## src/gco_pkg.sv

```systemverilog
// ----------------------------------------------------------------------------
// gco_pkg
// Shared types, constants and elaboration-time table functions for the
// great-circle odometer (CORDIC arctangents, CORDIC gain, unit conversions).
// ----------------------------------------------------------------------------
package gco_pkg;

	// default parameter values
	localparam int CORDIC_STEPS_DEF   = 28;
	localparam int TRIG_FRAC_BITS_DEF = 30;

	// field widths
	localparam int LAT_W       = 31;
	localparam int LNG_W       = 32;
	localparam int STEP_W      = 35;
	localparam int TOTAL_W     = 48;
	localparam int MIN_STEP_W  = 20;
	localparam int RADIUS_W    = 23;
	localparam int CFG_W       = 23;
	localparam int ANG_W       = 35;
	localparam int IN_TDATA_W  = 64;
	localparam int OUT_TDATA_W = 88;
	localparam int OUT_TUSER_W = 2;

	// register reset values
	localparam logic [MIN_STEP_W-1:0] MIN_STEP_RST = 20'd1000;
	localparam logic [RADIUS_W-1:0]   RADIUS_RST   = 23'd6366707;

	// angle constants in 1e-7 degree
	localparam logic signed [ANG_W-1:0] FULL_TURN    = 35'sd3600000000;
	localparam logic signed [ANG_W-1:0] HALF_TURN    = 35'sd1800000000;
	localparam logic signed [ANG_W-1:0] QUARTER_TURN = 35'sd900000000;

	// pi in Q4.60
	localparam logic signed [63:0] PI_Q60 = 64'sh3243F6A8885A308D;

	// 1e-7 degree to radians, scaled by 2^60
	localparam logic [30:0] DEG_TO_RAD =
		31'((64'h3243F6A8885A308D + 64'd900000000) / 64'd1800000000);

	// configuration register indexes
	typedef enum logic {
		REG_MIN_STEP = 1'b0,
		REG_RADIUS   = 1'b1
	} cfg_reg_t;

	// command to the CORDIC unit
	typedef struct packed {
		logic start;
		logic vectoring;
	} cor_cmd_t;

	// rounded Q60 to Qf
	function automatic logic signed [63:0] from_q60(input logic signed [63:0] a, input int f);
		return (a + (64'sd1 <<< (59 - f))) >>> (60 - f);
	endfunction

	// Qf product, rounded half away from zero
	function automatic logic signed [63:0] cmul_q(input logic signed [63:0] a,
		input logic signed [63:0] b, input int f);
		logic [63:0]  ma;
		logic [63:0]  mb;
		logic [127:0] p;
		logic [63:0]  m;
		ma = (a < 0) ? 64'(-a) : 64'(a);
		mb = (b < 0) ? 64'(-b) : 64'(b);
		p  = {64'd0, ma} * {64'd0, mb};
		p  = p + (128'd1 << (f - 1));
		m  = 64'(p >> f);
		return ((a < 0) != (b < 0)) ? -$signed(m) : $signed(m);
	endfunction

	// arctan(2^-i) in Qf
	function automatic logic signed [63:0] atan_q(input int i, input int f);
		logic signed [63:0] acc;
		logic signed [63:0] term;
		int sh;
		int k;
		acc = 64'sd0;
		sh  = i;
		if (i == 0)
			return from_q60(PI_Q60 >>> 2, f);
		for (k = 0; k < 32; k++) begin
			if (sh <= 60) begin
				term = $signed((64'd1 << (60 - sh)) / 64'(2 * k + 1));
				acc  = k[0] ? acc - term : acc + term;
				sh   = sh + 2 * i;
			end
		end
		return from_q60(acc, f);
	endfunction

	// reciprocal of the CORDIC gain in Qf, by Newton iteration
	function automatic logic signed [63:0] gain_inv(input int steps, input int f);
		logic signed [63:0] p;
		logic signed [63:0] k;
		int i;
		p = 64'sd1 <<< f;
		for (i = 0; i < steps; i++)
			if (2 * i < 63)
				p = p + (p >>> (2 * i));
		k = (64'sd3 <<< f) / 5;
		for (i = 0; i < 8; i++)
			k = cmul_q(k, (64'sd3 <<< f) - cmul_q(p, cmul_q(k, k, f), f), f) / 2;
		return k;
	endfunction

	// pi/2 in Qf
	function automatic logic signed [63:0] half_pi(input int f);
		return from_q60(PI_Q60 >>> 1, f);
	endfunction

endpackage

```

## src/gco_mul.sv

```systemverilog
// ----------------------------------------------------------------------------
// gco_mul
// Bit-serial unsigned shift-add multiplier, one partial product per cycle.
// ----------------------------------------------------------------------------
module gco_mul #(
	parameter int OPW = 33
) (
	input  logic             clk,
	input  logic             arst_n,
	input  logic             start,
	input  logic [OPW-1:0]   a,
	input  logic [OPW-1:0]   b,
	output logic [2*OPW-1:0] p,
	output logic             done
);

	localparam int CW = $clog2(OPW + 1);

	logic [OPW-1:0]   b_q;
	logic [2*OPW-1:0] p_q;
	logic [CW-1:0]    cnt_q;
	logic             busy_q;
	logic             done_q;
	logic [OPW:0]     sum;

	// add multiplicand when the low multiplier bit is set
	assign sum  = {1'b0, p_q[2*OPW-1:OPW]} + (p_q[0] ? {1'b0, b_q} : '0);
	assign p    = p_q;
	assign done = done_q;

	// control
	always_ff @(posedge clk or negedge arst_n) begin
		if (!arst_n) begin
			busy_q <= 1'b0;
			done_q <= 1'b0;
			cnt_q  <= '0;
		end else begin
			done_q <= 1'b0;
			if (start) begin
				busy_q <= 1'b1;
				cnt_q  <= '0;
			end else if (busy_q) begin
				cnt_q <= cnt_q + 1'b1;
				if (cnt_q == CW'(OPW - 1)) begin
					busy_q <= 1'b0;
					done_q <= 1'b1;
				end
			end
		end
	end

	// datapath
	always_ff @(posedge clk) begin
		if (start) begin
			b_q <= b;
			p_q <= {OPW'(0), a};
		end else if (busy_q) begin
			p_q <= {sum, p_q[OPW-1:1]};
		end
	end

endmodule

```

## src/gco_sqrt.sv

```systemverilog
// ----------------------------------------------------------------------------
// gco_sqrt
// Restoring digit-by-digit square root: floor(sqrt(s * 2^F)), one result bit
// per cycle.
// ----------------------------------------------------------------------------
module gco_sqrt #(
	parameter int F = 30
) (
	input  logic       clk,
	input  logic       arst_n,
	input  logic       start,
	input  logic [F:0] s,
	output logic [F:0] root,
	output logic       done
);

	localparam int RW = F + 4;
	localparam int NW = 2 * F + 2;
	localparam int CW = $clog2(F + 2);

	logic [NW-1:0] n_q;
	logic [RW-1:0] rem_q;
	logic [F:0]    root_q;
	logic [CW-1:0] cnt_q;
	logic          busy_q;
	logic          done_q;
	logic [RW-1:0] rem2;
	logic [RW-1:0] trial;
	logic          ge;

	// one trial subtraction
	assign rem2  = {rem_q[RW-3:0], n_q[NW-1:NW-2]};
	assign trial = RW'({root_q, 2'b01});
	assign ge    = rem2 >= trial;
	assign root  = root_q;
	assign done  = done_q;

	// control
	always_ff @(posedge clk or negedge arst_n) begin
		if (!arst_n) begin
			busy_q <= 1'b0;
			done_q <= 1'b0;
			cnt_q  <= '0;
		end else begin
			done_q <= 1'b0;
			if (start) begin
				busy_q <= 1'b1;
				cnt_q  <= '0;
			end else if (busy_q) begin
				cnt_q <= cnt_q + 1'b1;
				if (cnt_q == CW'(F)) begin
					busy_q <= 1'b0;
					done_q <= 1'b1;
				end
			end
		end
	end

	// datapath
	always_ff @(posedge clk) begin
		if (start) begin
			n_q    <= NW'({s, F'(0)});
			rem_q  <= '0;
			root_q <= '0;
		end else if (busy_q) begin
			n_q    <= n_q << 2;
			rem_q  <= ge ? rem2 - trial : rem2;
			root_q <= {root_q[F-1:0], ge};
		end
	end

endmodule

```

## src/gco_cordic.sv

```systemverilog
// ----------------------------------------------------------------------------
// gco_cordic
// Shared CORDIC micro-rotation unit, rotation or vectoring mode, one
// iteration per cycle.
// ----------------------------------------------------------------------------
module gco_cordic #(
	parameter int W     = 34,
	parameter int STEPS = 28,
	parameter int F     = 30
) (
	input  logic                    clk,
	input  logic                    arst_n,
	input  gco_pkg::cor_cmd_t       cmd,
	input  logic signed [W-1:0]     x0,
	input  logic signed [W-1:0]     y0,
	input  logic signed [W-1:0]     z0,
	output logic signed [W-1:0]     x,
	output logic signed [W-1:0]     y,
	output logic signed [W-1:0]     z,
	output logic                    done
);

	import gco_pkg::*;

	localparam int IW = $clog2(STEPS);

	logic signed [W-1:0] atan_w [STEPS];
	logic signed [W-1:0] x_q;
	logic signed [W-1:0] y_q;
	logic signed [W-1:0] z_q;
	logic [IW-1:0]       idx_q;
	logic                vec_q;
	logic                busy_q;
	logic                done_q;
	logic signed [W-1:0] xs;
	logic signed [W-1:0] ys;
	logic signed [W-1:0] a;
	logic                dir;
	logic                hold;

	// arctangent table
	for (genvar g = 0; g < STEPS; g++) begin : g_atan
		assign atan_w[g] = W'(atan_q(g, F));
	end

	// rotation direction
	assign xs   = x_q >>> idx_q;
	assign ys   = y_q >>> idx_q;
	assign a    = atan_w[idx_q];
	assign dir  = vec_q ? (y_q < 0) : (z_q >= 0);
	assign hold = vec_q && (y_q == '0);

	assign x    = x_q;
	assign y    = y_q;
	assign z    = z_q;
	assign done = done_q;

	// control
	always_ff @(posedge clk or negedge arst_n) begin
		if (!arst_n) begin
			busy_q <= 1'b0;
			done_q <= 1'b0;
			idx_q  <= '0;
		end else begin
			done_q <= 1'b0;
			if (cmd.start) begin
				busy_q <= 1'b1;
				idx_q  <= '0;
			end else if (busy_q) begin
				idx_q <= idx_q + 1'b1;
				if (idx_q == IW'(STEPS - 1)) begin
					busy_q <= 1'b0;
					done_q <= 1'b1;
				end
			end
		end
	end

	// micro-rotation
	always_ff @(posedge clk) begin
		if (cmd.start) begin
			x_q   <= x0;
			y_q   <= y0;
			z_q   <= z0;
			vec_q <= cmd.vectoring;
		end else if (busy_q && !hold) begin
			if (dir) begin
				x_q <= x_q - ys;
				y_q <= y_q + xs;
				z_q <= z_q - a;
			end else begin
				x_q <= x_q + ys;
				y_q <= y_q - xs;
				z_q <= z_q + a;
			end
		end
	end

endmodule

```

## src/great_circle_odometer.sv

```systemverilog
// ----------------------------------------------------------------------------
// great_circle_odometer
// Handles one fix at a time: a new input is accepted only in the idle state,
// after the previous result has been registered. Throughput is set by the
// bit-serial multiplier (used 8 times), the CORDIC unit (used 4 times) and the
// square root; a result held at the output stalls the next fix.
// Reset clears the reference, the total and the registers to their defaults.
// ----------------------------------------------------------------------------
module great_circle_odometer #(
	parameter int CORDIC_STEPS   = gco_pkg::CORDIC_STEPS_DEF,
	parameter int TRIG_FRAC_BITS = gco_pkg::TRIG_FRAC_BITS_DEF
) (
	input  logic                             clk,
	input  logic                             arst_n,
	input  logic                             s_tvalid,
	output logic                             s_tready,
	// latitude, longitude
	input  logic [gco_pkg::IN_TDATA_W-1:0]   s_tdata,
	output logic                             m_tvalid,
	input  logic                             m_tready,
	// step_mm, total_mm
	output logic [gco_pkg::OUT_TDATA_W-1:0]  m_tdata,
	// reference_only, total_saturated
	output logic [gco_pkg::OUT_TUSER_W-1:0]  m_tuser,
	input  logic                             cfg_we,
	input  gco_pkg::cfg_reg_t                cfg_index,
	input  logic [gco_pkg::CFG_W-1:0]        cfg_data
);

	import gco_pkg::*;

	localparam int F   = TRIG_FRAC_BITS;
	localparam int W   = F + 4;
	localparam int OPW = (F + 3 > 33) ? F + 3 : 33;
	localparam int PW  = 2 * OPW;

	localparam logic signed [W-1:0] ONE_Q     = W'(64'd1 << F);
	localparam logic signed [W-1:0] NEG_ONE_Q = -ONE_Q;
	localparam logic signed [W-1:0] GAIN_INV  = W'(gain_inv(CORDIC_STEPS, F));
	localparam logic signed [W-1:0] HALF_PI   = W'(half_pi(F));
	localparam logic [PW:0]         RND_F     = (PW + 1)'(1) << (F - 1);
	localparam logic [PW:0]         RND_Z     = (PW + 1)'(1) << (59 - F);
	localparam logic [TOTAL_W-1:0]  TOTAL_MAX = '1;

	typedef enum logic [3:0] {
		S_IDLE, S_RED, S_WRAP, S_FOLD, S_ZMUL, S_ROT, S_M1, S_M2, S_M3,
		S_CLAMP, S_TT, S_SQ, S_VEC, S_DIST, S_FIN
	} state_t;

	state_t state_q;

	// configuration and persistent state
	logic [MIN_STEP_W-1:0]    min_step_q;
	logic [RADIUS_W-1:0]      radius_q;
	logic signed [LAT_W-1:0]  prev_lat_q;
	logic signed [LNG_W-1:0]  prev_lng_q;
	logic [TOTAL_W-1:0]       total_q;
	logic                     have_ref_q;

	// working registers
	logic signed [LAT_W-1:0]  lat_q;
	logic signed [LNG_W-1:0]  lng_q;
	logic signed [ANG_W-1:0]  ang_q;
	logic [1:0]               ang_idx_q;
	logic                     flip_q;
	logic                     zneg_q;
	logic                     mul_neg_q;
	logic signed [W-1:0]      s1_q;
	logic signed [W-1:0]      c1_q;
	logic signed [W-1:0]      s2_q;
	logic signed [W-1:0]      c2_q;
	logic signed [W-1:0]      c3_q;
	logic signed [W-1:0]      s12_q;
	logic signed [W-1:0]      t_q;
	logic [STEP_W-1:0]        step_q;
	logic                     ref_q;

	// output register
	logic                     out_valid_q;
	logic [STEP_W-1:0]        out_step_q;
	logic [TOTAL_W-1:0]       out_total_q;
	logic                     out_ref_q;
	logic                     out_sat_q;

	// unit interfaces
	logic                     mul_start_q;
	logic [OPW-1:0]           mul_a_q;
	logic [OPW-1:0]           mul_b_q;
	logic [PW-1:0]            mul_p;
	logic                     mul_done;
	cor_cmd_t                 cor_cmd_q;
	logic signed [W-1:0]      cor_x0_q;
	logic signed [W-1:0]      cor_y0_q;
	logic signed [W-1:0]      cor_z0_q;
	logic signed [W-1:0]      cor_x;
	logic signed [W-1:0]      cor_y;
	logic signed [W-1:0]      cor_z;
	logic                     cor_done;
	logic                     sq_start_q;
	logic [F:0]               sq_s_q;
	logic [F:0]               sq_root;
	logic                     sq_done;

	// combinational helpers
	logic signed [LAT_W-1:0]  in_lat;
	logic signed [LNG_W-1:0]  in_lng;
	logic signed [ANG_W-1:0]  red_m;
	logic signed [ANG_W-1:0]  wrap_m;
	logic signed [ANG_W-1:0]  fold_m;
	logic                     fold_flip;
	logic signed [ANG_W-1:0]  fold_mag;
	logic signed [W-1:0]      mq_abs;
	logic signed [W-1:0]      mq;
	logic signed [W-1:0]      z_abs;
	logic signed [W-1:0]      rot_cos;
	logic signed [W-1:0]      t_sum;
	logic signed [W-1:0]      t_clamp;
	logic signed [W-1:0]      s_rem;
	logic signed [W-1:0]      s_clip;
	logic signed [W-1:0]      root_w;
	logic [STEP_W-1:0]        step_full;
	logic [32:0]              r1000;
	logic [TOTAL_W:0]         total_sum;
	logic [TOTAL_W-1:0]       new_total;

	function automatic logic [OPW-1:0] mag_op(input logic signed [W-1:0] v);
		logic signed [W-1:0] m;
		m = (v < 0) ? -v : v;
		return OPW'($unsigned(m));
	endfunction

	// shared units
	gco_mul #(
		.OPW(OPW)
	) u_mul (
		.clk   (clk),
		.arst_n(arst_n),
		.start (mul_start_q),
		.a     (mul_a_q),
		.b     (mul_b_q),
		.p     (mul_p),
		.done  (mul_done)
	);

	gco_cordic #(
		.W    (W),
		.STEPS(CORDIC_STEPS),
		.F    (F)
	) u_cordic (
		.clk   (clk),
		.arst_n(arst_n),
		.cmd   (cor_cmd_q),
		.x0    (cor_x0_q),
		.y0    (cor_y0_q),
		.z0    (cor_z0_q),
		.x     (cor_x),
		.y     (cor_y),
		.z     (cor_z),
		.done  (cor_done)
	);

	gco_sqrt #(
		.F(F)
	) u_sqrt (
		.clk   (clk),
		.arst_n(arst_n),
		.start (sq_start_q),
		.s     (sq_s_q),
		.root  (sq_root),
		.done  (sq_done)
	);

	// ports
	assign s_tready = (state_q == S_IDLE);
	assign in_lat   = $signed(s_tdata[LAT_W-1:0]);
	assign in_lng   = $signed(s_tdata[LAT_W+LNG_W-1:LAT_W]);
	assign m_tvalid = out_valid_q;
	assign m_tdata  = OUT_TDATA_W'({out_total_q, out_step_q});
	assign m_tuser  = {out_sat_q, out_ref_q};

	// angle reduction: remainder, wrap to half turn, fold to quarter turn
	always_comb begin
		if (ang_q >= FULL_TURN)
			red_m = ang_q - FULL_TURN;
		else if (ang_q <= -FULL_TURN)
			red_m = ang_q + FULL_TURN;
		else
			red_m = ang_q;

		if (ang_q > HALF_TURN)
			wrap_m = ang_q - FULL_TURN;
		else if (ang_q <= -HALF_TURN)
			wrap_m = ang_q + FULL_TURN;
		else
			wrap_m = ang_q;

		fold_flip = 1'b1;
		if (ang_q > QUARTER_TURN)
			fold_m = HALF_TURN - ang_q;
		else if (ang_q < -QUARTER_TURN)
			fold_m = -HALF_TURN - ang_q;
		else begin
			fold_m    = ang_q;
			fold_flip = 1'b0;
		end
		fold_mag = (fold_m < 0) ? -fold_m : fold_m;
	end

	// rounding of multiplier results
	assign mq_abs    = W'(({1'b0, mul_p} + RND_F) >> F);
	assign mq        = mul_neg_q ? -mq_abs : mq_abs;
	assign z_abs     = W'(({1'b0, mul_p} + RND_Z) >> (60 - F));
	assign step_full = STEP_W'(({1'b0, mul_p} + RND_F) >> F);

	// cosine sign, acos argument and sqrt radicand
	assign rot_cos = flip_q ? -cor_x : cor_x;
	assign t_sum   = s12_q + mq;
	assign t_clamp = (t_sum > ONE_Q) ? ONE_Q : ((t_sum < NEG_ONE_Q) ? NEG_ONE_Q : t_sum);
	assign s_rem   = ONE_Q - mq;
	assign s_clip  = (s_rem < 0) ? '0 : s_rem;
	assign root_w  = W'(sq_root);

	// radius in millimetres: r * 1024 - r * 16 - r * 8
	assign r1000 = (33'(radius_q) << 10) - (33'(radius_q) << 4) - (33'(radius_q) << 3);

	// saturating total
	assign total_sum = {1'b0, total_q} + (TOTAL_W + 1)'(step_q);
	assign new_total = total_sum[TOTAL_W] ? TOTAL_MAX : total_sum[TOTAL_W-1:0];

	// sequencer
	always_ff @(posedge clk or negedge arst_n) begin
		if (!arst_n) begin
			state_q     <= S_IDLE;
			min_step_q  <= MIN_STEP_RST;
			radius_q    <= RADIUS_RST;
			prev_lat_q  <= '0;
			prev_lng_q  <= '0;
			total_q     <= '0;
			have_ref_q  <= 1'b0;
			lat_q       <= '0;
			lng_q       <= '0;
			ang_q       <= '0;
			ang_idx_q   <= '0;
			flip_q      <= 1'b0;
			zneg_q      <= 1'b0;
			mul_neg_q   <= 1'b0;
			s1_q        <= '0;
			c1_q        <= '0;
			s2_q        <= '0;
			c2_q        <= '0;
			c3_q        <= '0;
			s12_q       <= '0;
			t_q         <= '0;
			step_q      <= '0;
			ref_q       <= 1'b0;
			out_valid_q <= 1'b0;
			out_step_q  <= '0;
			out_total_q <= '0;
			out_ref_q   <= 1'b0;
			out_sat_q   <= 1'b0;
			mul_start_q <= 1'b0;
			mul_a_q     <= '0;
			mul_b_q     <= '0;
			cor_cmd_q   <= '0;
			cor_x0_q    <= '0;
			cor_y0_q    <= '0;
			cor_z0_q    <= '0;
			sq_start_q  <= 1'b0;
			sq_s_q      <= '0;
		end else begin
			mul_start_q     <= 1'b0;
			cor_cmd_q.start <= 1'b0;
			sq_start_q      <= 1'b0;

			// output transaction taken
			if (m_tvalid && m_tready)
				out_valid_q <= 1'b0;

			// register writes
			if (cfg_we) begin
				unique case (cfg_index)
					REG_MIN_STEP: min_step_q <= cfg_data[MIN_STEP_W-1:0];
					REG_RADIUS:   radius_q   <= cfg_data[RADIUS_W-1:0];
					default:      ;
				endcase
			end

			unique case (state_q)
				S_IDLE: begin
					if (s_tvalid) begin
						lat_q <= in_lat;
						lng_q <= in_lng;
						if (!have_ref_q) begin
							step_q  <= '0;
							ref_q   <= 1'b1;
							state_q <= S_FIN;
						end else begin
							ref_q     <= 1'b0;
							ang_idx_q <= 2'd0;
							ang_q     <= ANG_W'(prev_lat_q);
							state_q   <= S_RED;
						end
					end
				end
				S_RED: begin
					ang_q   <= red_m;
					state_q <= S_WRAP;
				end
				S_WRAP: begin
					ang_q   <= wrap_m;
					state_q <= S_FOLD;
				end
				S_FOLD: begin
					flip_q      <= fold_flip;
					zneg_q      <= fold_m < 0;
					mul_a_q     <= OPW'($unsigned(fold_mag));
					mul_b_q     <= OPW'(DEG_TO_RAD);
					mul_start_q <= 1'b1;
					state_q     <= S_ZMUL;
				end
				S_ZMUL: begin
					if (mul_done) begin
						cor_x0_q  <= GAIN_INV;
						cor_y0_q  <= '0;
						cor_z0_q  <= zneg_q ? -z_abs : z_abs;
						cor_cmd_q <= '{start: 1'b1, vectoring: 1'b0};
						state_q   <= S_ROT;
					end
				end
				S_ROT: begin
					if (cor_done) begin
						case (ang_idx_q)
							2'd0: begin
								s1_q      <= cor_y;
								c1_q      <= rot_cos;
								ang_q     <= ANG_W'(lat_q);
								ang_idx_q <= 2'd1;
								state_q   <= S_RED;
							end
							2'd1: begin
								s2_q      <= cor_y;
								c2_q      <= rot_cos;
								ang_q     <= ANG_W'(prev_lng_q) - ANG_W'(lng_q);
								ang_idx_q <= 2'd2;
								state_q   <= S_RED;
							end
							default: begin
								c3_q        <= rot_cos;
								mul_a_q     <= mag_op(s1_q);
								mul_b_q     <= mag_op(s2_q);
								mul_neg_q   <= s1_q[W-1] ^ s2_q[W-1];
								mul_start_q <= 1'b1;
								state_q     <= S_M1;
							end
						endcase
					end
				end
				S_M1: begin
					if (mul_done) begin
						s12_q       <= mq;
						mul_a_q     <= mag_op(c1_q);
						mul_b_q     <= mag_op(c2_q);
						mul_neg_q   <= c1_q[W-1] ^ c2_q[W-1];
						mul_start_q <= 1'b1;
						state_q     <= S_M2;
					end
				end
				S_M2: begin
					if (mul_done) begin
						mul_a_q     <= mag_op(mq);
						mul_b_q     <= mag_op(c3_q);
						mul_neg_q   <= mq[W-1] ^ c3_q[W-1];
						mul_start_q <= 1'b1;
						state_q     <= S_M3;
					end
				end
				S_M3: begin
					if (mul_done) begin
						t_q     <= t_clamp;
						state_q <= S_CLAMP;
					end
				end
				S_CLAMP: begin
					mul_a_q     <= mag_op(t_q);
					mul_b_q     <= mag_op(t_q);
					mul_neg_q   <= 1'b0;
					mul_start_q <= 1'b1;
					state_q     <= S_TT;
				end
				S_TT: begin
					if (mul_done) begin
						sq_s_q     <= s_clip[F:0];
						sq_start_q <= 1'b1;
						state_q    <= S_SQ;
					end
				end
				S_SQ: begin
					if (sq_done) begin
						// negative argument: start a quarter turn on
						if (t_q < 0) begin
							cor_x0_q <= root_w;
							cor_y0_q <= -t_q;
							cor_z0_q <= HALF_PI;
						end else begin
							cor_x0_q <= t_q;
							cor_y0_q <= root_w;
							cor_z0_q <= '0;
						end
						cor_cmd_q <= '{start: 1'b1, vectoring: 1'b1};
						state_q   <= S_VEC;
					end
				end
				S_VEC: begin
					if (cor_done) begin
						mul_a_q     <= (cor_z < 0) ? '0 : mag_op(cor_z);
						mul_b_q     <= OPW'(r1000);
						mul_neg_q   <= 1'b0;
						mul_start_q <= 1'b1;
						state_q     <= S_DIST;
					end
				end
				S_DIST: begin
					if (mul_done) begin
						step_q  <= (step_full <= STEP_W'(min_step_q)) ? '0 : step_full;
						state_q <= S_FIN;
					end
				end
				S_FIN: begin
					if (!out_valid_q || m_tready) begin
						out_valid_q <= 1'b1;
						out_step_q  <= step_q;
						out_total_q <= new_total;
						out_ref_q   <= ref_q;
						out_sat_q   <= (new_total == TOTAL_MAX);
						total_q     <= new_total;
						prev_lat_q  <= lat_q;
						prev_lng_q  <= lng_q;
						have_ref_q  <= 1'b1;
						state_q     <= S_IDLE;
					end
				end
				default: state_q <= S_IDLE;
			endcase
		end
	end

endmodule

```

## config.mk

```make
export PLATFORM = sky130hd
export DESIGN_NAME = great_circle_odometer
export DESIGN_NICKNAME = d
export VERILOG_FILES = /design/src/gco_pkg.sv /design/src/gco_mul.sv /design/src/gco_sqrt.sv /design/src/gco_cordic.sv /design/src/great_circle_odometer.sv
export SDC_FILE = /design/constraint.sdc
export NUM_CORES = 2
export LEC_CHECK = 0
export BUFFER_PORTS_ARGS = -buffer_cell sky130_fd_sc_hd__clkbuf_2
export CAP_MARGIN = 20
export CORE_ASPECT_RATIO = 1.2
export CORE_UTILIZATION = 39
export DETAILED_ROUTE_END_ITERATION = 6
export GPL_TIMING_DRIVEN = 0
export SYNTH_ARGS = -nofsm -noshare
export SYNTH_HDL_FRONTEND = slang
export SYNTH_SLANG_ARGS = --single-unit
```

## constraint.sdc

```tcl
create_clock -name clk -period 7.4 [get_ports clk]
set_input_delay 1.48 -clock clk [delete_from_list [all_inputs] [get_ports clk]]
set_output_delay 1.48 -clock clk [all_outputs]
set_load 0.1 [all_outputs]
```

==> metrics <==
largest net degree at the start of global routing=109; worst hold-check path type=reg2reg; area leader, netlist=dfrtp_1; dpl hpwl=298 mm; Tot Pwr=33.5 mW; Worst Path Max Fanout=10; synth top area cells=dfrtp_1, edfxtp_1, ha_1, nand2_1, o21ai_0; chip height=approximately 500 microns; post-placement cell count=11,900; core box area=203,000 sq um; Max-Cap Viols=0; Reg power frac=25.2%; final instance area=around 90,000 sq um; Starting Density=just under 40%; worst vdd ir=242 uV; syn_area_per_cell=8.83 sq um; ratio of cells with drive above 1 in the final layout=11.6%; mux share of post-synthesis cell area=a little under 9%; Synth Area in Adders=6.17%; max_slew headroom=11.5%; IO Port Bufs=178; Multi-input gate area=48,800 sq um; GP Congestion=between 1 and 1.5; post-synthesis compound-gate area fraction=20.7%; Synth async-reset ratio=72.9%; post-synthesis simple-gate area fraction=approximately 16%; hold_buf cts=0; Mapped Cells=9,002; Buf+Inv Stages, Crit Path=6; hold path cells=0; WL/cell=30.8 microns; internal power=around 17 mW; global-route wire length before repair=526 mm; gr usage total=35.3%; drt pass-1 iters=6; PwrDens=374 nW/um^2; number of global-route vias before repair=72,300; total die area=206,000 sq um; Sw Ratio=between 40% and 50%; Post-Synth XOR/XNOR Area=under 10%; GR Layer Usage met2=57.3%; Layout fillers=around 20,000; CTS Buffer Depth=3; Max Slew Vio Count=0; H-tree level count=4; Remaining DRCs=0; Num CTS Buffers=133; kind of critical path=reg2reg; Gate power share=54.0%; io pins=185; top achievable clock speed=139 MHz; Post-DRT Antenna Nets=0; Post-synth EDFFs=200; CP top delay family=compound AO/OA/AOI/OAI gates; CTS tree=built; NetSw=16.7 mW; Final WS setup=0.199 ns; final wirelength=~370 mm; most common flop cell mapped by yosys=dfrtp_1; initial antenna violation count=20; vias per inst=6.18; Iter 0 DRT Violations=8,481; global route overflow=0; die width=414 microns; top cell type's share of synthesized area=24.6%; root buffer cell=clkbuf_16; clk_skew=0.0599 ns; post-route insts no fill=12,200; via count=75,200; area grow syn2layout=12.9%; Tightest Pin Transition=1.33 ns; GRT Max-Usage Layer=met2; Clk network pwr share=20.8%; fin util=44.3%; Synth Register Bits=around 1,100; clk_lat worst skew=around 0.86 ns; Syn. warnings=0; Worst Path Required=7.95 ns; Post-Place Worst Slack=-1.99 ns; Area after DPL=84,300 sq um; Yosys cell types=109; Critical Path End Type=flop; minimum clock period=7.20 ns; outcome=complete, no violations; largest family of logic cells by synthesized area=compound AO/OA/AOI/OAI gates; Worst Path Arrival=7.75 ns; Clock Pin Slew Worst Setup and Hold Paths=0.06 ns; R2R cell count=26; crit-path max cell delay=between 0.4 and 0.5 ns; LEAKAGE=38.0 nW; Levels on crit path=26; # setup viols final=0; register area share after synthesis=a little over a third; # rows=181; final worst-path cycle share=97.3%; number of clock sinks=1,095; critical path launch point type=flop; synthesized area=~79,000 sq um; CP max-delay cell=a2111oi_2; routing usage on met3=4.79%; Nets=9,856; met1 usage=43.3%; Hold Vio Cnt, Final=0; Sequential cell area=27,900 sq um
[layout make-up]
cell class / instances / share of cell area [%]
Timing Repair Buffer: 248 / 1.91
Sequential cell: 1095 / 31.1
Buffer: 523 / 2.43
Antenna cell: 17 / 0.0474
Multi-Input combinational cell: 7057 / 54.4
Inverter: 327 / 1.38
Clock buffer: 174 / 4.11
Tap cell: 2653 / 3.70
Clock inverter: 68 / 0.930
[final timing paths]
check	startpoint	end	slack, ns
max in group asynchronous	arst_n	cor_y0_q[5]$_DFFE_PN0P_	4.65
worst max-delay path	u_cordic.idx_q[1]$_DFFE_PN0P_	u_cordic.x[33]$_SDFFCE_PP0P_	0.20
worst min register to register	cor_cmd_q[0]$_DFFE_PN0P_	u_cordic.vec_q$_DFFE_PP_	0.45
worst max register to register	u_cordic.idx_q[1]$_DFFE_PN0P_	u_cordic.x[33]$_SDFFCE_PP0P_	0.20
min in group asynchronous	arst_n	lng_q[28]$_DFFE_PN0P_	0.66
worst min-delay path	cor_cmd_q[0]$_DFFE_PN0P_	u_cordic.vec_q$_DFFE_PP_	0.45
[sequential cells by signal (all words and copies together), names as in the netlist, 33 cells and up]
register     flops
cor_z0_q        34
u_cordic.x      34
t_q             34
u_cordic.z      34
u_mul.p         66
u_cordic.y      34
u_mul.b_q       33
mul_a_q         33
s1_q            34
s12_q           34
cor_y0_q        34
mul_b_q         33
out_total_q     48
ang_q           35
c2_q            34
c3_q            34
s2_q            34
step_q          35
c1_q            34
cor_x0_q        33
out_step_q      35
[worst reg2reg max path, delay by kind of cell (launching register included)]
family	cells	cell delay (ns)
mux	3	1.00
fa+ha+maj	2	0.62
simple gates	1	0.05
xor+xnor	2	0.53
buf+inv	6	1.37
flops	1	0.42
compound gates	12	2.97
[synth_stat cells, types with 85 or more instances]
master    count
a211oi_1    103
a21o_1      159
a21oi_1     543
a31oi_1      96
and2_1       85
clkbuf_1    413
dfrtp_1     780
dfxtp_1      97
edfxtp_1    200
ha_1        355
inv_1       317
mux2_2      290
mux2i_1     188
nand2_1    1075
nand2b_1     87
nand3_1     133
nor2_1      664
nor3_1      133
o21a_1       94
o21ai_0     786
o31ai_1     106
or3_1        90
xnor2_1     440
xor2_1      359
[power by group through the flow]
stage	Sequential [mW]	Combinational (mW)	Clock, mW
2_1_floorplan	9.31	10.1	0
3_3_place_gp	8.50	17.1	0
3_5_place_dp	8.49	17.3	0
4_1_cts	8.40	17.5	7.06
5_1_grt	8.55	19.0	7.27
6_report	8.45	18.1	6.99
[logic make-up after synthesis]
group | Yosys count
mux | 558
compound gates | 2566
buf+inv | 854
other cells | 1
fa+ha+maj | 378
xor+xnor | 803
simple gates | 2747
flops | 1095
[per-layer routing]
layer	vias to the layer above	share of wire, %
li1	33500	-
met1	37400	40
met2	3427	46
met3	946	6.3
met4	10	8.3
met5	-	0.017
[layout by cell type (no fill, tap or decap), drive strengths merged, types with 97 or more instances in the layout]
| cell | count |
|---|---|
| nand2 | 1075 |
| o21ai | 789 |
| dfrtp | 780 |
| clkbuf | 779 |
| nor2 | 664 |
| a21oi | 544 |
| xnor2 | 442 |
| xor2 | 360 |
| ha | 355 |
| inv | 336 |
| mux2 | 290 |
| edfxtp | 200 |
| mux2i | 188 |
| buf | 165 |
| a21o | 159 |
| nand3 | 133 |
| nor3 | 133 |
| o31ai | 106 |
| a211oi | 103 |
| dfxtp | 97 |
[stage by stage]
step	TNS [ns]	hold slack, ns
finish	0	0.451
CTS	0	0.448
detailed placement	-58.64	0.434
floorplan	0	0.425
global route	-0.154	0.459
global placement	-	0.431
[repair_timing]
action                     in CTS  in global routing
cloned                          0                  1
buffers inserted                5                 19
pin swaps                       3                 18
gates resized for setup        75                 88
setup endpoints to repair      78                 50
(Power assumes the default switching activity.)
